$ cat config.mk
export PLATFORM = sky130hd
export DESIGN_NAME = art_sqrt
export DESIGN_NICKNAME = d
export VERILOG_FILES = /design/src/art_pkg.sv /design/src/art_sqrt.sv
export SDC_FILE = /design/constraint.sdc
export NUM_CORES = 2
export LEC_CHECK = 0
export BUFFER_PORTS_ARGS = -buffer_cell sky130_fd_sc_hd__buf_4
export CAP_MARGIN = 10
export CORE_MARGIN = 1.5
export CORE_UTILIZATION = 60
export CTS_CLUSTER_SIZE = 30
export DETAILED_ROUTE_END_ITERATION = 12
export GPL_TIMING_DRIVEN = 1
export PLACE_DENSITY_LB_ADDON = 0.1
export SYNTH_ARGS = -nofsm -noshare
export SYNTH_HDL_FRONTEND = slang
export SYNTH_SLANG_ARGS = --single-unit
$ cat constraint.sdc
create_clock -name clk -period 4.9 [get_ports clk]
set_clock_uncertainty 0.2 [all_clocks]
set_input_delay 0 -clock clk [delete_from_list [all_inputs] [get_ports clk]]
set_output_delay 0 -clock clk [all_outputs]
set_load 0.05 [all_outputs]
$ cat src/art_pkg.sv
// shared types, constants and register codes for the affine ray transform
`timescale 1ns / 1ps
`default_nettype none
package art_pkg;

  // fixed formats
  localparam int COEF_FRAC = 12;
  localparam int UNIT_ONE  = 16384;
  localparam int LANES     = 3;

  // pipeline depths of the parts
  localparam int LANE_LAT  = 3;
  localparam int NORM_LAT  = 6;
  localparam int SQ_STEPS  = 31;
  localparam int DIV_STEPS = 15;
  localparam int PIPE_LAT  = LANE_LAT + NORM_LAT + SQ_STEPS + DIV_STEPS;

  // widths inside the datapath
  localparam int DIR_W  = 50;
  localparam int MAG_W  = 49;
  localparam int NRM_W  = 30;
  localparam int SUM_W  = 62;
  localparam int ROOT_W = 31;
  localparam int CFG_W  = 48;

  // identity matrix rows after reset
  localparam logic [CFG_W-1:0] ROW0_RST = 48'h0000_0000_1000;
  localparam logic [CFG_W-1:0] ROW1_RST = 48'h0000_1000_0000;
  localparam logic [CFG_W-1:0] ROW2_RST = 48'h1000_0000_0000;

  typedef enum logic [2:0] {
    REG_ROW0 = 3'd0,
    REG_ROW1 = 3'd1,
    REG_ROW2 = 3'd2,
    REG_OFFX = 3'd3,
    REG_OFFY = 3'd4,
    REG_OFFZ = 3'd5
  } cfg_reg_e;

  typedef struct packed {
    logic        func;
    logic [31:0] pos_x;
    logic [31:0] pos_y;
    logic [31:0] pos_z;
    logic [31:0] dir_x;
    logic [31:0] dir_y;
    logic [31:0] dir_z;
  } ray_t;

  typedef struct packed {
    logic [31:0] out_x;
    logic [31:0] out_y;
    logic [31:0] out_z;
    logic [15:0] unit_x;
    logic [15:0] unit_y;
    logic [15:0] unit_z;
    logic        zero_direction;
    logic        saturated;
  } res_t;

endpackage
`default_nettype wire

$ cat src/art_sqrt.sv
// pipelined integer square root, one result bit per stage
`timescale 1ns / 1ps
`default_nettype none
module art_sqrt import art_pkg::*; (
  input  wire logic              clk,
  input  wire logic              en,
  input  wire logic [SUM_W-1:0]  x,
  output logic      [ROOT_W-1:0] root
);

  localparam int REM_W = ROOT_W + 4;

  logic [SUM_W-1:0]  xs [SQ_STEPS];
  logic [REM_W-1:0]  rm [SQ_STEPS];
  logic [ROOT_W-1:0] rt [SQ_STEPS];

  for (genvar k = 0; k < SQ_STEPS; k++) begin : g_step
    logic [SUM_W-1:0]  x_in;
    logic [REM_W-1:0]  r_in;
    logic [ROOT_W-1:0] q_in;
    logic [REM_W-1:0]  r_sh;
    logic [REM_W-1:0]  t;

    if (k == 0) begin : g_first
      assign x_in = x;
      assign r_in = '0;
      assign q_in = '0;
    end else begin : g_next
      assign x_in = xs[k-1];
      assign r_in = rm[k-1];
      assign q_in = rt[k-1];
    end

    // bring down two radicand bits and try the next root bit
    always_comb begin
      r_sh = {r_in[REM_W-3:0], x_in[2*(SQ_STEPS-1-k) +: 2]};
      t    = {2'b00, q_in, 2'b01};
    end

    always_ff @(posedge clk) begin
      if (en) begin
        xs[k] <= x_in;
        if (r_sh >= t) begin
          rm[k] <= r_sh - t;
          rt[k] <= {q_in[ROOT_W-2:0], 1'b1};
        end else begin
          rm[k] <= r_sh;
          rt[k] <= {q_in[ROOT_W-2:0], 1'b0};
        end
      end
    end
  end

  assign root = rt[SQ_STEPS-1];

endmodule
`default_nettype wire

; ---- Word-level counts from Yosys, hierarchy flattened
; Memory sizes are Yosys's and may differ from the RTL's.
; Index checks and enable logic that the tools add are counted.
[word_totals]
ramBits = 3968
inputBits = 64
wordCells = 377
register_bits = 0
latchBits = 0
mem_bits_ro = 0
mem_count = 3
out_inout_bits = 31
[memory_table]
columns = memory, depth, word_bits, read_ports, rd_ports_with_merged_regs, write_ports, line_no
row1 = xs, 31, 62, 30, 0, 31, art_sqrt.sv:13  ; logic [SUM_W-1:0] xs [SQ_STEPS];
row2 = rm, 31, 35, 30, 0, 31, art_sqrt.sv:14  ; logic [REM_W-1:0] rm [SQ_STEPS];
row3 = rt, 31, 31, 31, 0, 31, art_sqrt.sv:15  ; logic [ROOT_W-1:0] rt [SQ_STEPS];
[op_classes]
n_bitwise = 62
n_mux = 250
shift = 0
add_sub_neg = 31
n_lt_le_gt_ge = 31
n_mul = 0
n_div = 0
n_reduce_logical = 0
eq_ne = 0
[op_table]
columns = cell, count
row1 = $mux 35, 31
row2 = $ge 35x33->1, 30
row3 = $sub 35x33->35, 30
row4 = $mux 31, 31
row5 = $mux 1, 188
row6 = $or 1x1->1, 62
row7 = $sub 2x1->3 const B, 1
row8 = $ge 2x1->1 const B, 1

; ---- Logic depth before layout (Yosys ltp)
; An unclocked memory read counts as a cell.
[depth]
depth_word = 6
mapped_depth = 14
ltp_nobuf = 13

; ---- Least setup slack after synthesis
; Ideal clock, no wire load.
[synth_path]
path_kind = flip-flop to flip-flop
start = memory rm[0][265] (netlist name)
end = memory rm[0][287] (netlist name), data pin
period_less_slack_ns = 3.629
setup_time_ns = 0.260
stages_incl_launch_ff = 11
slack_ns = 1.271
required_time_ns = 4.440
arrival_time_ns = 3.169
n_path_buf = 2
cell_sequence = edfxtp_1 -> or4_1 -> or3_1 -> or4_4 -> or3_4 -> nor3_4 -> nand3_2 -> or3_1 -> buf_2 -> buf_6 -> mux2_4
[synth_rtl]
columns = element, line_no
row1 = from (decl), art_sqrt.sv:14

==> reports/results.tsv <==
metric	value	unit
Hold Vio Cnt, Final	0	
Longest Clk Path Bufs	3	
Setup crit end	rm[1][205]	
Critical Path Sink Type	flop	
CTS tree	yes	
PortBufs	94	
switching power	0.0163	W
RR Startpoint	rt[1][124]	
leak pwr	47.1	nW
synth top area cells	edfxtp_1 (65%), ha_1 (6.0%), xor2_1 (3.4%)	
Synth async-reset ratio	0	%
hold depth	2	
Syn-to-layout area delta	11.9	%
initial antenna violation count	2	
synth unique cells	93	
die width	431	um
Worst Setup Path Type	reg -> reg	
clock transition at the registers of the reported paths	0.06	ns
die area	186000	sq um
CP Data Required Time	5.31	ns
# IOs	95	
Yosys reg bits	2367	
TNS Setup	0	ns
Synth area leader	edfxtp_1	
largest net degree at the start of global routing	197	
Slew Limit Fails	0	
PwrDens	470	nW/um^2
Worst Path Arrival	4.61	ns
Hold WS	0.0442	ns
Hold Crit Class	in -> reg	
Skew-Pair Late Insertion Delay	0.87	ns
vias per inst	5.76	
vias in the first global route	64994	
# rows	157	
most common cell after layout, fill and taps aside	edfxtp_1	
Synth Warn #	0	
Int Power	0.0416	W
switch share	28.2	%
Mapped Cells	8558	
CTS sink count	2367	
Num CTS Buffers	234	
drt first pass iters	7	
Post-synth EDFFs	2366	
Flop pwr share	47.5	%
FF-to-FF End	rm[1][205]	
Comb pwr share	20.2	%
DRC	0	
Core Region	183000	sq um
fillers	13079	
Rel. slew slack	27.6	%
ANT nets after route	0	
Seq/Total Area, Yosys	64.6	%
Setup violations, final	0	
Peak supply drop	348	uV
Crit Path Max Fanout	4	
GP Congestion	0.897	
drt total wl	226000	um
Power Total	0.0579	W
RSZ-0062 raised after global routing	no	
R2R cell count	12	
crit path launch type	flop	
Slew @ Worst Pin	1.09	ns
initial DRC count	5060	
synthesized area per cell	12.9	sq um
status	complete, no violations	
total number of vias	66058	
most frequent cells in the layout	edfxtp_1 (2366), inv_1 (672), nand2_1 (669), o21ai_0 (566), ha_1 (529)	
CP Launch Point	rt[1][124]	
nets	9487	
DP HPWL	161000	um
max-cap violations	0	
clk root buf	clkbuf_16	
drt wl/cell	19.7	um
R2R setup slack	0.69	ns
die height	431	um
power share of the clock group	32.3	%
Synth top area share	64.5	%
layout cell share with drive strength beyond 1	7.21	%
syn nets	9151	
Main synth FF type	edfxtp_1	
Post-CTS Setup Bufs	0	
Max Clock Freq	0.238	GHz
H-tree depth	4	
grt total ovfl	0	
first-pass GRT wire length	356000	um
post-layout min period	4.21	ns
All-Layer GR Usage	24.3	%
post-synthesis cell area	110000	sq um
initial core utilization	60.3	%
fin crit share	85.9	%
==> power by group through the flow <==
stage               Clock (W)  Combinational, W  Sequential (W)
CTS                    0.0191            0.0117          0.0275
detailed placement          0            0.0115          0.0279
global route           0.0199            0.0131          0.0277
finish                 0.0187            0.0117          0.0275
global placement            0            0.0114          0.0279
floorplan                   0           0.00876          0.0270
==> routing by layer <==
metal | wire length, um | track usage [%] | up-vias | part of all wire, %
li1 | - | - | 32242 | -
met1 | 96100 | 32.0 | 31911 | 43
met2 | 113000 | 41.8 | 1500 | 50
met3 | 9550 | 3.11 | 405 | 4.2
met4 | 6810 | 7.90 | 0 | 3.0
met5 | 0 | 0 | - | 0
==> worst max-delay path, cell delays in order (launching register included) <==
cell	delay, ns
edfxtp_1	0.48
inv_1	0.08
ha_1	0.33
nor2b_1	0.15
o21ai_0	0.25
a21oi_1	0.21
o211ai_1	0.30
o21ai_0	0.18
o31ai_1	0.59
o21ai_0	0.27
and2_1	0.23
a2111oi_0	0.54
xor2_1	0.11
==> final cells by class <==
| class | count | area (sq um) | area share (%) |
|---|---|---|---|
| clock inverters | 161 | 2090 | 1.70 |
| inverters | 675 | 2530 | 2.06 |
| flip-flops and latches | 2367 | 71100 | 57.7 |
| multi-input cells | 5332 | 35800 | 29.1 |
| well taps | 2385 | 2980 | 2.42 |
| diodes | 1 | 2.50 | 0.00203 |
| repair buffers | 284 | 2610 | 2.12 |
| clock buffers | 271 | 6020 | 4.89 |
==> cell families after synthesis <==
family          count (synthesis)  synth area share, %
flops                        2367                 64.6
simple gates                 2302                 10.5
compound gates               1676                 9.35
buf+inv                       859                 2.95
xor+xnor                      782                 6.22
fa+ha+maj                     529                 6.01
mux                            43                0.432
==> sequential cells by signal (all words and copies together), names as in the netlist <==
| name | cells |
|---|---|
| rm | 941 |
| rt | 496 |
| xs | 930 |
==> cells in the mapped netlist, drive strengths merged (139+ instances only) <==
cell type and count:
nand3 139, xnor2 349, ha 529, nor2 421, edfxtp 2366, clkbuf 163
nor3 275, xor2 433, inv 673, nand2 669, a21oi 416, o21ai 567
a21o 231
==> per-stage QoR <==
| stage | utilization (%) | cell area (sq um) | std cells | setup slack [ns] |
|---|---|---|---|---|
| detailed placement | 62.3 | 114000 | 10916 | 0.749 |
| finish | 67.4 | 123000 | 11476 | 0.693 |
| global placement | 62.3 | 114000 | 10916 | 0.816 |
| global route | 67.4 | 123000 | 11476 | 0.421 |
| floorplan | - | 110000 | 8558 | 1.27 |
| CTS | 67.4 | 123000 | 11475 | 0.731 |
==> worst min-delay path by stage <==
stage,from,endpoint,slack (ns)
2_1_floorplan,x[0],xs[0][0],-0.10
3_3_place_gp,x[10],xs[0][10],-0.02
3_5_place_dp,x[0],xs[0][0],-0.02
4_1_cts,en,xs[0][407],0.02
5_1_grt,en,xs[0][345],0.04
6_report,en,xs[0][151],0.04
==> repair_timing <==
item                                   CTS  global route
gates resized for setup                  0             0
endpoints found under the hold margin  941             0
hold buffers                           127             0
Power figures use the tool's default switching activity.
