[config.mk]
export PLATFORM = sky130hd
export DESIGN_NAME = art_div
export DESIGN_NICKNAME = d
export VERILOG_FILES = /design/src/art_pkg.sv /design/src/art_div.sv
export SDC_FILE = /design/constraint.sdc
export NUM_CORES = 2
export LEC_CHECK = 0
export ABC_AREA = 1
export BUFFER_PORTS_ARGS = -buffer_cell sky130_fd_sc_hd__buf_2
export CORE_MARGIN = 10
export CORE_UTILIZATION = 40
export CTS_BUF_LIST = sky130_fd_sc_hd__clkbuf_8
export DETAILED_ROUTE_END_ITERATION = 16
export PLACE_DENSITY = 0.58
export SLEW_MARGIN = 20
export SYNTH_ARGS = -nofsm -noshare
export SYNTH_HDL_FRONTEND = slang
export SYNTH_SLANG_ARGS = --single-unit
[constraint.sdc]
create_clock -name clk -period 6.3 [get_ports clk]
set_input_delay 0.315 -clock clk [delete_from_list [all_inputs] [get_ports clk]]
set_output_delay 0.315 -clock clk [all_outputs]
set_load 0.02 [all_outputs]
[src/art_pkg.sv]
// shared types, constants and register codes for the affine ray transform
`timescale 1ns / 1ps
`default_nettype none
package art_pkg;

  // fixed formats
  localparam int COEF_FRAC = 12;
  localparam int UNIT_ONE  = 16384;
  localparam int LANES     = 3;

  // pipeline depths of the parts
  localparam int LANE_LAT  = 3;
  localparam int NORM_LAT  = 6;
  localparam int SQ_STEPS  = 31;
  localparam int DIV_STEPS = 15;
  localparam int PIPE_LAT  = LANE_LAT + NORM_LAT + SQ_STEPS + DIV_STEPS;

  // widths inside the datapath
  localparam int DIR_W  = 50;
  localparam int MAG_W  = 49;
  localparam int NRM_W  = 30;
  localparam int SUM_W  = 62;
  localparam int ROOT_W = 31;
  localparam int CFG_W  = 48;

  // identity matrix rows after reset
  localparam logic [CFG_W-1:0] ROW0_RST = 48'h0000_0000_1000;
  localparam logic [CFG_W-1:0] ROW1_RST = 48'h0000_1000_0000;
  localparam logic [CFG_W-1:0] ROW2_RST = 48'h1000_0000_0000;

  typedef enum logic [2:0] {
    REG_ROW0 = 3'd0,
    REG_ROW1 = 3'd1,
    REG_ROW2 = 3'd2,
    REG_OFFX = 3'd3,
    REG_OFFY = 3'd4,
    REG_OFFZ = 3'd5
  } cfg_reg_e;

  typedef struct packed {
    logic        func;
    logic [31:0] pos_x;
    logic [31:0] pos_y;
    logic [31:0] pos_z;
    logic [31:0] dir_x;
    logic [31:0] dir_y;
    logic [31:0] dir_z;
  } ray_t;

  typedef struct packed {
    logic [31:0] out_x;
    logic [31:0] out_y;
    logic [31:0] out_z;
    logic [15:0] unit_x;
    logic [15:0] unit_y;
    logic [15:0] unit_z;
    logic        zero_direction;
    logic        saturated;
  } res_t;

endpackage
`default_nettype wire

[src/art_div.sv]
// pipelined rounded divide of a scaled magnitude by the length, one quotient bit per stage
`timescale 1ns / 1ps
`default_nettype none
module art_div import art_pkg::*; (
  input  wire logic                 clk,
  input  wire logic                 en,
  input  wire logic [NRM_W-1:0]     num,
  input  wire logic [ROOT_W-1:0]    den,
  output logic      [DIV_STEPS-1:0] q
);

  localparam int UNIT_SH = $clog2(UNIT_ONE);
  localparam int REM_W   = NRM_W + UNIT_SH + 1;

  logic [REM_W-1:0]     rm [DIV_STEPS];
  logic [DIV_STEPS-1:0] qv [DIV_STEPS];
  logic [ROOT_W-1:0]    dv [DIV_STEPS];

  for (genvar j = 0; j < DIV_STEPS; j++) begin : g_step
    logic [REM_W-1:0]     r_in;
    logic [DIV_STEPS-1:0] q_in;
    logic [ROOT_W-1:0]    d_in;
    logic [REM_W-1:0]     dsh;

    if (j == 0) begin : g_first
      // numerator with half the divisor for rounding
      assign r_in = REM_W'({num, {UNIT_SH{1'b0}}}) + REM_W'(den >> 1);
      assign q_in = '0;
      assign d_in = den;
    end else begin : g_next
      assign r_in = rm[j-1];
      assign q_in = qv[j-1];
      assign d_in = dv[j-1];
    end

    assign dsh = REM_W'(d_in) << (DIV_STEPS - 1 - j);

    always_ff @(posedge clk) begin
      if (en) begin
        dv[j] <= d_in;
        if (r_in >= dsh) begin
          rm[j] <= r_in - dsh;
          qv[j] <= q_in | (DIV_STEPS'(1) << (DIV_STEPS - 1 - j));
        end else begin
          rm[j] <= r_in;
          qv[j] <= q_in;
        end
      end
    end
  end

  assign q = qv[DIV_STEPS-1];

endmodule
`default_nettype wire

# Word-level counts from Yosys, hierarchy flattened
# Memories as Yosys holds them, arrays and structs flattened.
# Index checks and enable logic that the tools add are counted.
dict set report op_classes {
  n_addsub 16
  mul 0
  n_div 0
  magnitude_cmp 15
  n_eq_ne 0
  n_shift 0
  n_mux 122
  n_bitwise 30
  n_reduce_logical 0
}
# op n
set ops {}
lappend ops {{2-to-1 mux 45 bit} 15}
lappend ops {{2-to-1 mux 15 bit} 15}
lappend ops {{2-to-1 mux 1 bit} 92}
lappend ops {{adder 44 x 30 -> 45 bit} 1}
lappend ops {{>= comparator 45 x 31 -> 1 bit} 1}
lappend ops {{>= comparator 45 x 32 -> 1 bit} 1}
lappend ops {{>= comparator 45 x 33 -> 1 bit} 1}
lappend ops {{>= comparator 45 x 34 -> 1 bit} 1}
lappend ops {{>= comparator 45 x 35 -> 1 bit} 1}
lappend ops {{>= comparator 45 x 36 -> 1 bit} 1}
lappend ops {{>= comparator 45 x 37 -> 1 bit} 1}
lappend ops {{>= comparator 45 x 38 -> 1 bit} 1}
lappend ops {{>= comparator 45 x 39 -> 1 bit} 1}
lappend ops {{>= comparator 45 x 40 -> 1 bit} 1}
lappend ops {{>= comparator 45 x 41 -> 1 bit} 1}
lappend ops {{>= comparator 45 x 42 -> 1 bit} 1}
lappend ops {{>= comparator 45 x 43 -> 1 bit} 1}
lappend ops {{>= comparator 45 x 44 -> 1 bit} 1}
lappend ops {{>= comparator 45 bit} 1}
lappend ops {{subtractor 45 x 31 -> 45 bit} 1}
lappend ops {{subtractor 45 x 32 -> 45 bit} 1}
lappend ops {{subtractor 45 x 33 -> 45 bit} 1}
lappend ops {{subtractor 45 x 34 -> 45 bit} 1}
lappend ops {{subtractor 45 x 35 -> 45 bit} 1}
lappend ops {{11 further kinds} 40}
dict set report totals {
  reg_bits 0
  latch_bits 0
  mem_bits_rw 1365
  mem_bits_ro 0
  in_bits 63
  word_cells 186
  n_memories 3
}
# name words word_bits read_ports rd_clocked_by_memory_dff write_ports line
set memory_table {}
lappend memory_table {rm 15 45 14 0 15 art_div.sv:15} ;# logic [REM_W-1:0] rm [DIV_STEPS];
lappend memory_table {dv 15 31 14 0 15 art_div.sv:17} ;# logic [ROOT_W-1:0] dv [DIV_STEPS];
lappend memory_table {qv 15 15 15 0 15 art_div.sv:16} ;# logic [DIV_STEPS-1:0] qv [DIV_STEPS];

# Depth between registers and ports, before layout
dict set report depth {
  depth_word 6
  ltp_mapped 24
  ltp_nobuf 24
}

# Worst setup path after synthesis
# Ideal clock, no wire load.
dict set report synth_path {
  path_type {input to register}
  start {input num[0]}
  end {memory rm[0][23] (netlist name) (data pin)}
  t_arrival_ns 3.005
  t_required_ns 6.037
  slack_ns 3.032
  path_stages 21
  path_cell_list {ha_1 fa_1 nand2_1 nand3_1 nand3_1 nand2_1 nand2_1 nand2_1 nand3b_1 nand2_1 ha_1 nand2_1 nor2_1 nand2_1 nor3_1 nand3_1 nand2_1 inv_1 nand2_4 buf_6 o21ai_0}
}
# item line
set synth_lines {}
lappend synth_lines {{from (decl)} art_div.sv:7} ;# input wire logic [NRM_W-1:0] num,
lappend synth_lines {{to (decl)} art_div.sv:15}

==> results.ini <==
[critical_path]
reg2reg_to = rm[0][84]$_DFFE_PP_
path_common_cell = nand2_1
crit_type = in -> reg
cp.depth = 24
cp.required_ns = 7.13
crit_family = simple AND/OR/NAND/NOR gates
crit_buf_inv = 3
rr_startpoint = dv[0][22]$_DFFE_PP_
path_max_fanout = 26
cp_data_arrival_time_ns = 5.40
r2r_setup_slack_ns = 2.57
reg2regPathDepth = 12
max_stage_delay_ns = 0.73
crit_path_start_kind = input port
crit_chain = dlygate4sd3_1, buf_2, ha_1, fa_1, nand2_1, nand3_1, nand3_1, nand2_1, nand2_1, nand2_1, nand2_1, nand2_1, dlygate4sd3_1, nand2_1, ha_1, a21oi_1, nor2_1, nor2_1, nor2_1, nor2_1, nand2_1, a21oi_4, nand2_1, nand2_1
slowest_stage = a21oi_4
cp-end-kind = register

[power]
p_int_mw = 21.1
powerDensity_nw_per_um2 = 431
p_seq_share_pct = 32.7
netSwitchingPower_mw = 18.3
p_leak_nw = 45.9
p_sw_share_pct = 46.4
comb_power_share_pct = 48.5
irDropWorstVdd_uv = 243
clock_power_share_pct = 18.8

[synthesis]
avgSynthCellArea_um2 = 7.30
ys_seq_area_share_pct = 42.8
yosys_warnings = 0
synthXorXnorAreaFrac_pct = 3.05
synth-compound-area-share_pct = 4.95
ys_seq_elements = 1184
synthAdderAreaFrac_pct = 7.61
synth_top_area_cell = edfxtp_1
synthSimpleGateAreaFrac_pct = 30.6
synth_top_family_by_area = simple AND/OR/NAND/NOR gates
synth_area_leaders = edfxtp_1 (43%), nand2_1 (19%), inv_1 (10%), ha_1 (7.2%), nor2_1 (4.4%)
synth_nets = 11900
ys_types = 48
yosys-mux-area-fraction_pct = 0
synthCells = 11400
syn-cell-area_um2 = 83100
synth_top_area_share_pct = 42.8

[floorplan]
std_cell_rows = 167
die-area_um2 = 226000
die_w_um = 476
core_area_um2 = 207000
start_util_pct = 40.2
ios = 78
dieHeight_um = 476

[detailed_routing]
final_antenna_net_count = 0
drt_iter0_markers = 7031
via_count = 73600
drt_pass1_iterations = 7
drc = 0
via_per_inst = 5.06
totalWireLength_um = 297000
wl_per_cell_um = 20.4

[sta]
min_period_ns = 4.57
tns_ns = 0
fmax_ghz = 0.219
period_share_pct = 72.6
rsz0062_at_grt = no
timing.final.hold_violations = 0
finClkSkew_ns = 0.0673
final_max_slew_viol_count = 0
hold_ws_ns = 0.0966
final-setup-viol-count = 0
worst_slew_pin_slew_ns = 1.12
slew_headroom_pct = 24.9

[final_layout]
fillers = 21400
final_common_cell = nand2_1
finalNonFillerCells = 14500
final_cell_mix = nand2_1 (4233), inv_1 (2265), edfxtp_1 (1184), nor2_1 (966), nand3_1 (659)
drive_gt1_share_pct = 4.17
area_delta_synth_final_pct = 9.87
final_core_util_pct = 44.1
nNetsFinal = 12200

[grt]
grtUsageMet1_pct = 37.2
grt_pass1_vias = 69900
antenna_found_initial = 5
grt_pass1_wl_um = 441000
grt_overflow = 0
grt_max_degree = 174
track_usage_pct = 25.6
grt_util_met3_pct = 3.60
top_usage_layer = met2
met2_usage_pct = 40.6

[placement]
io_buffers = 77
post-place-cells = 14100
place.gp.congestion = 0.966
place_hpwl_um = 243000

[clock_network]
clk_pin_slew_ns = 0.06
cts.sinks = 1184
numCtsBuffers = 211
cts_buffer_depth = 3
cts_tree = yes
root_buffer = clkbuf_8
ctsHtreeMaxLevel = 4
clk_latency_ns = 1.00
ctsResizeCount = 0

[worst_hold_path]
whs_endpoint = dv[0][21]$_DFFE_PP_
hold_class = in -> reg
holdPathStages = 2
hold_path.startpoint = den[21]

[run]
maxCapViolCount = 0

[status]
run_status = finished, final reports clean

-- power by group through the flow --
stage	clock (mW)	combinational (mW)	sequential, mW
detailed placement	0	18.7	13.0
global placement	0	18.7	13.0
finish	7.39	19.1	12.9
floorplan	0	13.3	12.0
global route	8.00	21.5	13.0
CTS	7.62	18.9	12.9
-- through the flow --
stage               area, um2  setup slack, ns  power (mW)
finish                  91300             1.73        39.4
global route            91200             1.41        42.5
CTS                     91200             1.84        39.4
detailed placement      86400             1.55        31.7
global placement        86400             1.49        31.7
floorplan               83100             3.03        25.3
-- per-layer routing --
metal | part of all wire, % | up-vias | routed length (um)
met4 | 2.1 | 2 | 6310
met3 | 6.1 | 339 | 18100
met5 | 0.0044 | - | 13
met2 | 44 | 2279 | 132000
li1 | - | 36400 | -
met1 | 48 | 34600 | 141000
-- how the worst max path moves through the flow --
stage                                endpoint  slack [ns]     from
after floorplan           rm[0][23]$_DFFE_PP_        3.03   num[0]
after global placement    rm[0][25]$_DFFE_PP_        1.49   num[0]
after detailed placement  rm[0][31]$_DFFE_PP_        1.55  den[15]
after CTS                 rm[0][16]$_DFFE_PP_        1.84  den[15]
after global routing      rm[0][31]$_DFFE_PP_        1.41  den[15]
final                     rm[0][16]$_DFFE_PP_        1.73  den[15]
-- kinds of logic (layout without fill, tap and decap cells) --
logic type / Yosys count / in the layout
other: 0 / 12
adder cells (fa/ha/maj): 496 / 496
flip-flops: 1184 / 1184
AND/OR/NAND/NOR: 6281 / 6281
XOR/XNOR: 289 / 289
AO/OA/AOI/OAI: 778 / 778
buffers and inverters: 2346 / 2791
-- final cells by class --
type	instances	area [um2]	area share, %
antenna	12	30.0	0.0329
clock buffer	212	2920	3.20
clock inverter	183	1320	1.45
inverter	2234	8390	9.19
multi-input combinational	7844	38400	42.1
sequential	1184	35600	39.0
tap	2704	3380	3.71
timing repair buffer	162	1240	1.36
-- state kept, by name (all words and copies together) (netlist names) --
register  cells
dv          434
qv          120
rm          630
-- repair_timing --
item	4_1_cts	5_1_grt
endpoints found under the hold margin	104	0
setup buffers	0	0
hold buffers	57	0
-- synthesized netlist by cell type, drive strengths merged --
cell,number
nand2,4255
inv,2233
edfxtp,1184
nor2,985
nand3,665
ha,481
a21oi,454
o21ai,260
xor2,215
nor3,128
nand4,99
buf,91
xnor2,74
nand3b,64
o21bai,39
nor4,29
or2,25
clkbuf,21
and2,15
fa,15
a21boi,11
o21a,8
nand2b,6
and3,5
nor3b,4
a21o,2
a211oi,1
a31oi,1
clkinv,1
nor4b,1
o211ai,1
o31ai,1
(Power assumes the default switching activity.)
